===== config.mk =====
export PLATFORM = sky130hd
export DESIGN_NAME = dual_cpu_mailbox_flag_registers
export DESIGN_NICKNAME = d
export VERILOG_FILES = /design/src/hdl/dcmb_pkg.sv /design/src/hdl/dcmb_in_stage.sv /design/src/hdl/dcmb_regbank.sv /design/src/hdl/dual_cpu_mailbox_flag_registers.sv
export SDC_FILE = /design/constraint.sdc
export NUM_CORES = 1
export LEC_CHECK = 0
export ABC_AREA = 1
export BUFFER_PORTS_ARGS = -buffer_cell sky130_fd_sc_hd__buf_4
export CORE_MARGIN = 2
export CORE_UTILIZATION = 34
export CTS_CLUSTER_DIAMETER = 50
export CTS_CLUSTER_SIZE = 40
export DETAILED_ROUTE_END_ITERATION = 16
export PLACE_DENSITY = 0.5
export SLEW_MARGIN = 20
export SYNTH_ARGS = -nofsm -noshare
export SYNTH_HDL_FRONTEND = slang
export SYNTH_SLANG_ARGS = --single-unit

===== constraint.sdc =====
create_clock -name clk -period 4.1 [get_ports clk]
set_input_delay 0.41 -clock clk [delete_from_list [all_inputs] [get_ports clk]]
set_output_delay 0.41 -clock clk [all_outputs]
set_load 0.1 [all_outputs]

===== src/hdl/dcmb_pkg.sv =====
// Shared types and constants for the dual CPU mailbox flag register block.
// No dependencies; used by every module of the block.
`default_nettype none

package dcmb_pkg;

  // Bus widths
  localparam int unsigned DataW  = 32;
  localparam int unsigned InTdW  = 40;

  // Register selects
  localparam logic [1:0] REG_CMD  = 2'd0;
  localparam logic [1:0] REG_M2IO = 2'd1;
  localparam logic [1:0] REG_IO2M = 2'd2;
  localparam logic [1:0] REG_CTRL = 2'd3;

  // Bus sources (any other code counts as other)
  localparam logic [1:0] SRC_MAIN    = 2'd0;
  localparam logic [1:0] SRC_IO      = 2'd1;
  localparam logic [1:0] SRC_OTHER   = 2'd2;
  localparam logic [1:0] SRC_UNKNOWN = 2'd3;

  // Access command and size codes
  localparam logic CMD_READ  = 1'b0;
  localparam logic CMD_WRITE = 1'b1;
  localparam logic SIZE_HALF = 1'b0;
  localparam logic SIZE_WORD = 1'b1;

  // Status codes
  localparam logic STAT_OK      = 1'b0;
  localparam logic STAT_IGNORED = 1'b1;

  // Control word constants
  localparam logic [31:0] CTRL_RD_MAIN  = 32'hF000_0102;
  localparam logic [31:0] CTRL_RD_IO    = 32'hF000_0002;
  localparam logic [31:0] CTRL_MAIN_KEEP = 32'hFFFF_FEFF;
  localparam logic [31:0] CTRL_MAIN_BIT = 32'h0000_0100;
  localparam logic [31:0] CTRL_TOG_MASK = 32'h0000_00F0;
  localparam logic [31:0] CTRL_TRIG_LO  = 32'h0000_0020;
  localparam logic [31:0] CTRL_TRIG_HI  = 32'h0000_0080;
  localparam logic [31:0] CTRL_FLD_MASK = 32'h0000_F000;
  localparam logic [31:0] CTRL_FLD_VAL  = 32'h0000_2000;
  localparam logic [15:0] CTRL_HALF_IO  = 16'h0002;

  // One bus access
  typedef struct packed {
    logic        command;
    logic [1:0]  register_select;
    logic [1:0]  bus_source;
    logic        access_size;
    logic [1:0]  byte_offset;
    logic [31:0] write_data;
  } req_t;

  // One access result
  typedef struct packed {
    logic [31:0] read_data;
    logic        access_status;
  } rsp_t;

endpackage

`default_nettype wire


===== src/hdl/dcmb_in_stage.sv =====
// Input register stage: captures one access beat and unpacks it.
// Depends on dcmb_pkg.
`default_nettype none

module dcmb_in_stage (
  input  wire logic                         clk,
  input  wire logic                         rst_n,
  input  wire logic                         in_tvalid,
  output logic                              in_tready,
  input  wire logic [dcmb_pkg::InTdW-1:0]   in_tdata,
  input  wire logic                         advance,
  output logic                              req_valid,
  output dcmb_pkg::req_t                    req
);

  logic           valid_r;
  logic           valid_nxt;
  dcmb_pkg::req_t req_r;

  // Stage frees up when its beat moves on
  assign in_tready = !valid_r || advance;
  assign valid_nxt = in_tready ? in_tvalid : valid_r;

  always_ff @(posedge clk) begin
    if (!rst_n) begin
      valid_r <= 1'b0;
    end else begin
      valid_r <= valid_nxt;
    end
  end

  // Payload capture, fields from the lowest bit up
  always_ff @(posedge clk) begin
    if (in_tvalid && in_tready) begin
      req_r.command         <= in_tdata[0];
      req_r.register_select <= in_tdata[2:1];
      req_r.bus_source      <= in_tdata[4:3];
      req_r.access_size     <= in_tdata[5];
      req_r.byte_offset     <= in_tdata[7:6];
      req_r.write_data      <= in_tdata[39:8];
    end
  end

  assign req_valid = valid_r;
  assign req       = req_r;

endmodule

`default_nettype wire


===== src/hdl/dcmb_regbank.sv =====
// Mailbox register bank: the four registers and their per-source access rules.
// Depends on dcmb_pkg.
`default_nettype none

module dcmb_regbank (
  input  wire logic           clk,
  input  wire logic           rst_n,
  input  wire logic           fire,
  input  wire dcmb_pkg::req_t req,
  output dcmb_pkg::rsp_t      rsp
);

  logic [31:0] cmd_r,  cmd_nxt;
  logic [31:0] m2io_r, m2io_nxt;
  logic [31:0] io2m_r, io2m_nxt;
  logic [31:0] ctrl_r, ctrl_nxt;

  logic        is_main;
  logic        is_io;
  logic        is_wr;
  logic        is_word;
  logic        hi_half;
  logic [31:0] wd;
  logic [31:0] half_mask;
  logic [31:0] half_data;
  logic [31:0] io_tmp;
  logic [31:0] io_ctrl;
  logic [15:0] half_rd;

  assign is_main = (req.bus_source == dcmb_pkg::SRC_MAIN);
  assign is_io   = (req.bus_source == dcmb_pkg::SRC_IO);
  assign is_wr   = (req.command == dcmb_pkg::CMD_WRITE);
  assign is_word = (req.access_size == dcmb_pkg::SIZE_WORD);
  assign hi_half = req.byte_offset[1];
  assign wd      = req.write_data;

  // Halfword lane select
  assign half_mask = hi_half ? 32'hFFFF_0000 : 32'h0000_FFFF;
  assign half_data = hi_half ? {wd[15:0], 16'h0000} : {16'h0000, wd[15:0]};

  // io-side control update; only touches the low half, so it serves halfword 0 too
  always_comb begin
    io_tmp = ctrl_r;
    if ((wd & (dcmb_pkg::CTRL_TRIG_LO | dcmb_pkg::CTRL_TRIG_HI)) != 32'h0) begin
      io_tmp = (io_tmp & ~dcmb_pkg::CTRL_FLD_MASK) | dcmb_pkg::CTRL_FLD_VAL;
    end
    if ((io_tmp & wd & dcmb_pkg::CTRL_TOG_MASK) != 32'h0) begin
      io_ctrl = io_tmp & ~(wd & dcmb_pkg::CTRL_TOG_MASK);
    end else begin
      io_ctrl = io_tmp | (wd & dcmb_pkg::CTRL_TOG_MASK);
    end
  end

  // Next register values and result
  always_comb begin
    cmd_nxt  = cmd_r;
    m2io_nxt = m2io_r;
    io2m_nxt = io2m_r;
    ctrl_nxt = ctrl_r;
    rsp.read_data     = 32'h0;
    rsp.access_status = dcmb_pkg::STAT_OK;
    half_rd = hi_half ? ctrl_r[31:16] : ctrl_r[15:0];

    if (!is_word && req.register_select != dcmb_pkg::REG_CTRL) begin
      rsp.access_status = dcmb_pkg::STAT_IGNORED;
    end else if (is_word) begin
      if (is_wr) begin
        case (req.register_select)
          dcmb_pkg::REG_CMD: begin
            if (is_main) cmd_nxt = wd;
          end
          dcmb_pkg::REG_M2IO: begin
            if (is_main)    m2io_nxt = m2io_r | wd;
            else if (is_io) m2io_nxt = m2io_r & ~wd;
            else            m2io_nxt = wd;
          end
          dcmb_pkg::REG_IO2M: begin
            if (is_io)        io2m_nxt = io2m_r | wd;
            else if (is_main) io2m_nxt = io2m_r & ~wd;
            else              io2m_nxt = wd;
          end
          default: begin
            if (is_main) begin
              ctrl_nxt = (ctrl_r & dcmb_pkg::CTRL_MAIN_KEEP) | (wd & dcmb_pkg::CTRL_MAIN_BIT);
            end else if (is_io) begin
              ctrl_nxt = io_ctrl;
            end else begin
              ctrl_nxt = wd;
            end
          end
        endcase
      end else begin
        case (req.register_select)
          dcmb_pkg::REG_CMD:  rsp.read_data = cmd_r;
          dcmb_pkg::REG_M2IO: rsp.read_data = m2io_r;
          dcmb_pkg::REG_IO2M: rsp.read_data = io2m_r;
          default: begin
            if (is_main)    rsp.read_data = ctrl_r | dcmb_pkg::CTRL_RD_MAIN;
            else if (is_io) rsp.read_data = ctrl_r | dcmb_pkg::CTRL_RD_IO;
            else            rsp.read_data = ctrl_r;
          end
        endcase
      end
    end else begin
      // halfword on the control word
      if (is_wr) begin
        if (is_io && req.byte_offset == 2'd0) begin
          ctrl_nxt = io_ctrl;
        end else begin
          ctrl_nxt = (ctrl_r & ~half_mask) | half_data;
        end
      end else begin
        if (is_io && req.byte_offset == 2'd0) begin
          rsp.read_data = {16'h0000, half_rd | dcmb_pkg::CTRL_HALF_IO};
        end else begin
          rsp.read_data = {16'h0000, half_rd};
        end
      end
    end
  end

  // Register state
  always_ff @(posedge clk) begin
    if (!rst_n) begin
      cmd_r  <= 32'h0;
      m2io_r <= 32'h0;
      io2m_r <= 32'h0;
      ctrl_r <= 32'h0;
    end else if (fire) begin
      cmd_r  <= cmd_nxt;
      m2io_r <= m2io_nxt;
      io2m_r <= io2m_nxt;
      ctrl_r <= ctrl_nxt;
    end
  end

endmodule

`default_nettype wire


===== src/hdl/dual_cpu_mailbox_flag_registers.sv =====
// Mailbox register block shared by a main CPU and an io CPU.
//
// Input channel in_*: one beat is one register access (read or write, word
// or halfword) tagged with its source side. Output channel out_*: one beat
// per access carrying the read data and a status flag in out_tuser that
// marks an unsupported halfword access (ignored, data zero).
// An accepted beat is captured in the input register; when it advances,
// the register bank is read and updated as the result goes into the
// output register, which then raises out_tvalid.
// Throughput: one access per cycle while the receiver keeps taking results;
// the register update is a single read-modify-write between the input and
// output registers.
// Reset (rst_n low, synchronous) clears all four registers and drops both
// valid flags. When the receiver stalls, the result holds in the output
// register, one more access waits in the input register, and in_tready
// then falls until the output drains.
// Depends on dcmb_pkg, dcmb_in_stage and dcmb_regbank.
`default_nettype none

module dual_cpu_mailbox_flag_registers (
  input  wire logic                        clk,
  input  wire logic                        rst_n,
  input  wire logic                        in_tvalid,
  output logic                             in_tready,
  // [0] command, [2:1] register_select, [4:3] bus_source, [5] access_size,
  // [7:6] byte_offset, [39:8] write_data
  input  wire logic [dcmb_pkg::InTdW-1:0]  in_tdata,
  output logic                             out_tvalid,
  input  wire logic                        out_tready,
  // [31:0] read_data
  output logic [dcmb_pkg::DataW-1:0]       out_tdata,
  // [0] access_status
  output logic                             out_tuser
);

  logic           req_valid;
  logic           advance;
  dcmb_pkg::req_t req;
  dcmb_pkg::rsp_t rsp;
  logic           out_valid_r;
  logic           out_valid_nxt;
  dcmb_pkg::rsp_t out_r;

  // Beat moves from input register to output register
  assign advance = req_valid && (!out_valid_r || out_tready);

  dcmb_in_stage u_in_stage (
    .clk       (clk),
    .rst_n     (rst_n),
    .in_tvalid (in_tvalid),
    .in_tready (in_tready),
    .in_tdata  (in_tdata),
    .advance   (advance),
    .req_valid (req_valid),
    .req       (req)
  );

  dcmb_regbank u_regbank (
    .clk   (clk),
    .rst_n (rst_n),
    .fire  (advance),
    .req   (req),
    .rsp   (rsp)
  );

  // Output register
  always_comb begin
    if (advance) begin
      out_valid_nxt = 1'b1;
    end else if (out_tready) begin
      out_valid_nxt = 1'b0;
    end else begin
      out_valid_nxt = out_valid_r;
    end
  end

  always_ff @(posedge clk) begin
    if (!rst_n) begin
      out_valid_r <= 1'b0;
    end else begin
      out_valid_r <= out_valid_nxt;
    end
  end

  always_ff @(posedge clk) begin
    if (advance) begin
      out_r <= rsp;
    end
  end

  assign out_tvalid = out_valid_r;
  assign out_tdata  = out_r.read_data;
  assign out_tuser  = out_r.access_status;

endmodule

`default_nettype wire


==> metrics.cfg <==
[cts]
cts_max_level=1
hold_buffers=0
cts.sinks=203
clk_pin_slew_worst_paths_ps=70
cts_tree=built
post-cts-setup-buffers=0
clk_latency_ps=550
root_buffer=clkbuf_16
clockBufferDepth=3
cts_resized=0
cts_inserted_buffers=29

[route]
vias_per_cell=4.99
post-route-drc-count=0
postRouteAntennaNets=0
drt_pass1_iterations=5
drt-total-wl_um=34700
drt-wirelength-per-cell_um=17.7
drt_iter0_markers=829
num_vias=9808

[synth]
synth_common_cells=518 x nand2_1, 200 x nor2_1, 148 x o21ai_0
ys_warn_count=0
avgSynthCellArea_um2=6.84
synth_edf_count=73
ys.flop_type=dfxtp_1
ys_top_cells_by_area=dfxtp_1 25%, edfxtp_1 21%, nand2_1 19%
syn_nets=1561
async_reset_ff_frac=0
yosysTopAreaCell=dfxtp_1
synth.most_common_cell=nand2_1
syn_inst=1517
synth_area_mm2=0.0104
ys_ff_latch=203
synth_cell_types=26
synth_top_area_share=0.251
yosysSeqAreaShare=0.462

[floorplanning]
die-area_mm2=0.0319
pin_count=79
die_w_um=179
die_y_um=179
start_util=0.347
rows=63
coreArea_mm2=0.0299

[sta]
hold_violations=0
min_period_ps=2650
clock_skew_ps=28.3
slew_headroom=0.321
rsz0062_at_grt=no
fmax_mhz=377
report.final.slew_viol_count=0
whs_ps=29.1
setup_tns_ps=0
finalCritPeriodShare=0.646
worst_pin_slew_ps=1020
setup_viol_count_final=0
setup_slack_ps=1450

[worst_setup_path]
cp.required_ps=4430
startpoint_type=flop
endpoint_kind=flop
cp_max_fo=14
ff2ff_path_depth=5
slowest_stage=nor2_1
cp.arrival_ps=2980
path_common_cell=nand2_1
critPathTopFamily=simple AND/OR/NAND/NOR gates
cp_num_cells=5
r2r-start=u_in_stage.req[37]
r2r_slack_ps=1450
path_buf_inv=1
cp_slowest_stage_delay_ps=810
regToRegEndpoint=out_tdata[13]
worst-setup-path-type=flop to flop
crit_chain=nand2_1 > inv_1 > nor2_1 > nand2_1 > a21oi_1

[grt]
grt_pass1_vias=8997
grt_pass1_wl_um=53900
grt_max_degree=84
gr-usage-all-layers=0.221
grt_antenna_before_repair=1
grt-ovfl-total=0

[worst_hold_path]
hp-start=in_tdata[15]
min_to=u_in_stage.req[7]
hold_depth=1
hold_class=primary input to flop

[finish]
fin_nets=1595
layout-drive-gt1-share=0.112
layout.cells.non_filler=1964
area_delta_synth_final_pct=18.3

[run_status]
status=finished clean

[pwr]
ir_drop_mv=0.315
power_frac_seq=0.409
switching_share=0.281
powerDensity_mw_per_mm2=442
pwr-share-comb=0.092
power_mw=5.42
internal_power_mw=3.90
p_switching_mw=1.52
clock_power_share=0.499
leakage_nw=5.24

[placement]
pre_cts_ws_ps=1550
hpwlAfterDp_um=22800
dp_cells=1910
io_buffers=78
gp_routability_congestion=0.934

[job]
maxCapViolCount=0

[sequential cells by signal (all words and copies together) (netlist names), named ones only]
register and count:
u_regbank.m2io_r 32, u_in_stage.req_valid 1, out_tdata 32, u_regbank.cmd_r 32, u_regbank.io2m_r 32, u_regbank.ctrl_r 24
out_tuser 1, out_tvalid 1, u_in_stage.req 40
[stage by stage]
| step | utilization | area [um^2] |
|---|---|---|
| after CTS | 0.411 | 12300 |
| final | 0.411 | 12300 |
| after detailed placement | 0.375 | 11200 |
| after floorplan | - | 10400 |
| after global placement | 0.375 | 11200 |
| after global routing | 0.411 | 12300 |
[cell type report]
class / instances / area [um^2]
fill: 3134 / 17600
sequential: 203 / 4790
multi-input combinational: 1106 / 4760
clock buffer: 30 / 739
timing repair buffer: 98 / 736
tap: 390 / 488
inverter: 113 / 424
clock inverter: 23 / 324
antenna: 1 / 2.50
[worst max path at each step]
stage,slack [ps],from,to
floorplan,670,out_tvalid,flop
global placement,1540,u_in_stage.req[37],out_tdata[15]
detailed placement,1550,u_in_stage.req[37],out_tdata[13]
CTS,1550,u_in_stage.req[39],u_regbank.io2m_r[30]
global route,1260,u_in_stage.req[37],out_tdata[12]
finish,1450,u_in_stage.req[37],out_tdata[13]
[per-layer routing]
metal	vias to the layer above	track usage	routed length, um	part of all wire
met5	-	0	0	0
met4	0	0.0589	937	0.027
met3	57	0.0305	2140	0.062
met2	315	0.337	14700	0.42
met1	4488	0.327	16900	0.49
li1	4948	-	-	-
[logic make-up after synthesis]
family          count (synthesis)  share of synthesized area
xor+xnor                        2                    0.00169
compound gates                307                      0.154
buf+inv                       208                     0.0806
simple gates                  797                      0.301
flops                         203                      0.462
[cell usage in the layout (no fill, tap or decap), drive strengths merged, types with 4 or more instances in the layout]
cell and instances:
dfxtp 130, nand3 68, o2111ai 10, nor2 206, o21ai 160, inv 118
nand2 521, edfxtp 73, bufinv 4, buf 98, o211ai 10, clkinv 12
a21oi 127, clkbuf 30
[power by group through the flow]
| stage | clock, mW | sequential [mW] | combinational [mW] |
|---|---|---|---|
| floorplan | 0 | 2.31 | 0.276 |
| global placement | 0 | 2.26 | 0.497 |
| detailed placement | 0 | 2.26 | 0.499 |
| CTS | 2.76 | 2.22 | 0.499 |
| global route | 2.84 | 2.22 | 0.552 |
| finish | 2.70 | 2.22 | 0.499 |
No activity file was read; power rests on OpenSTA's default activity.
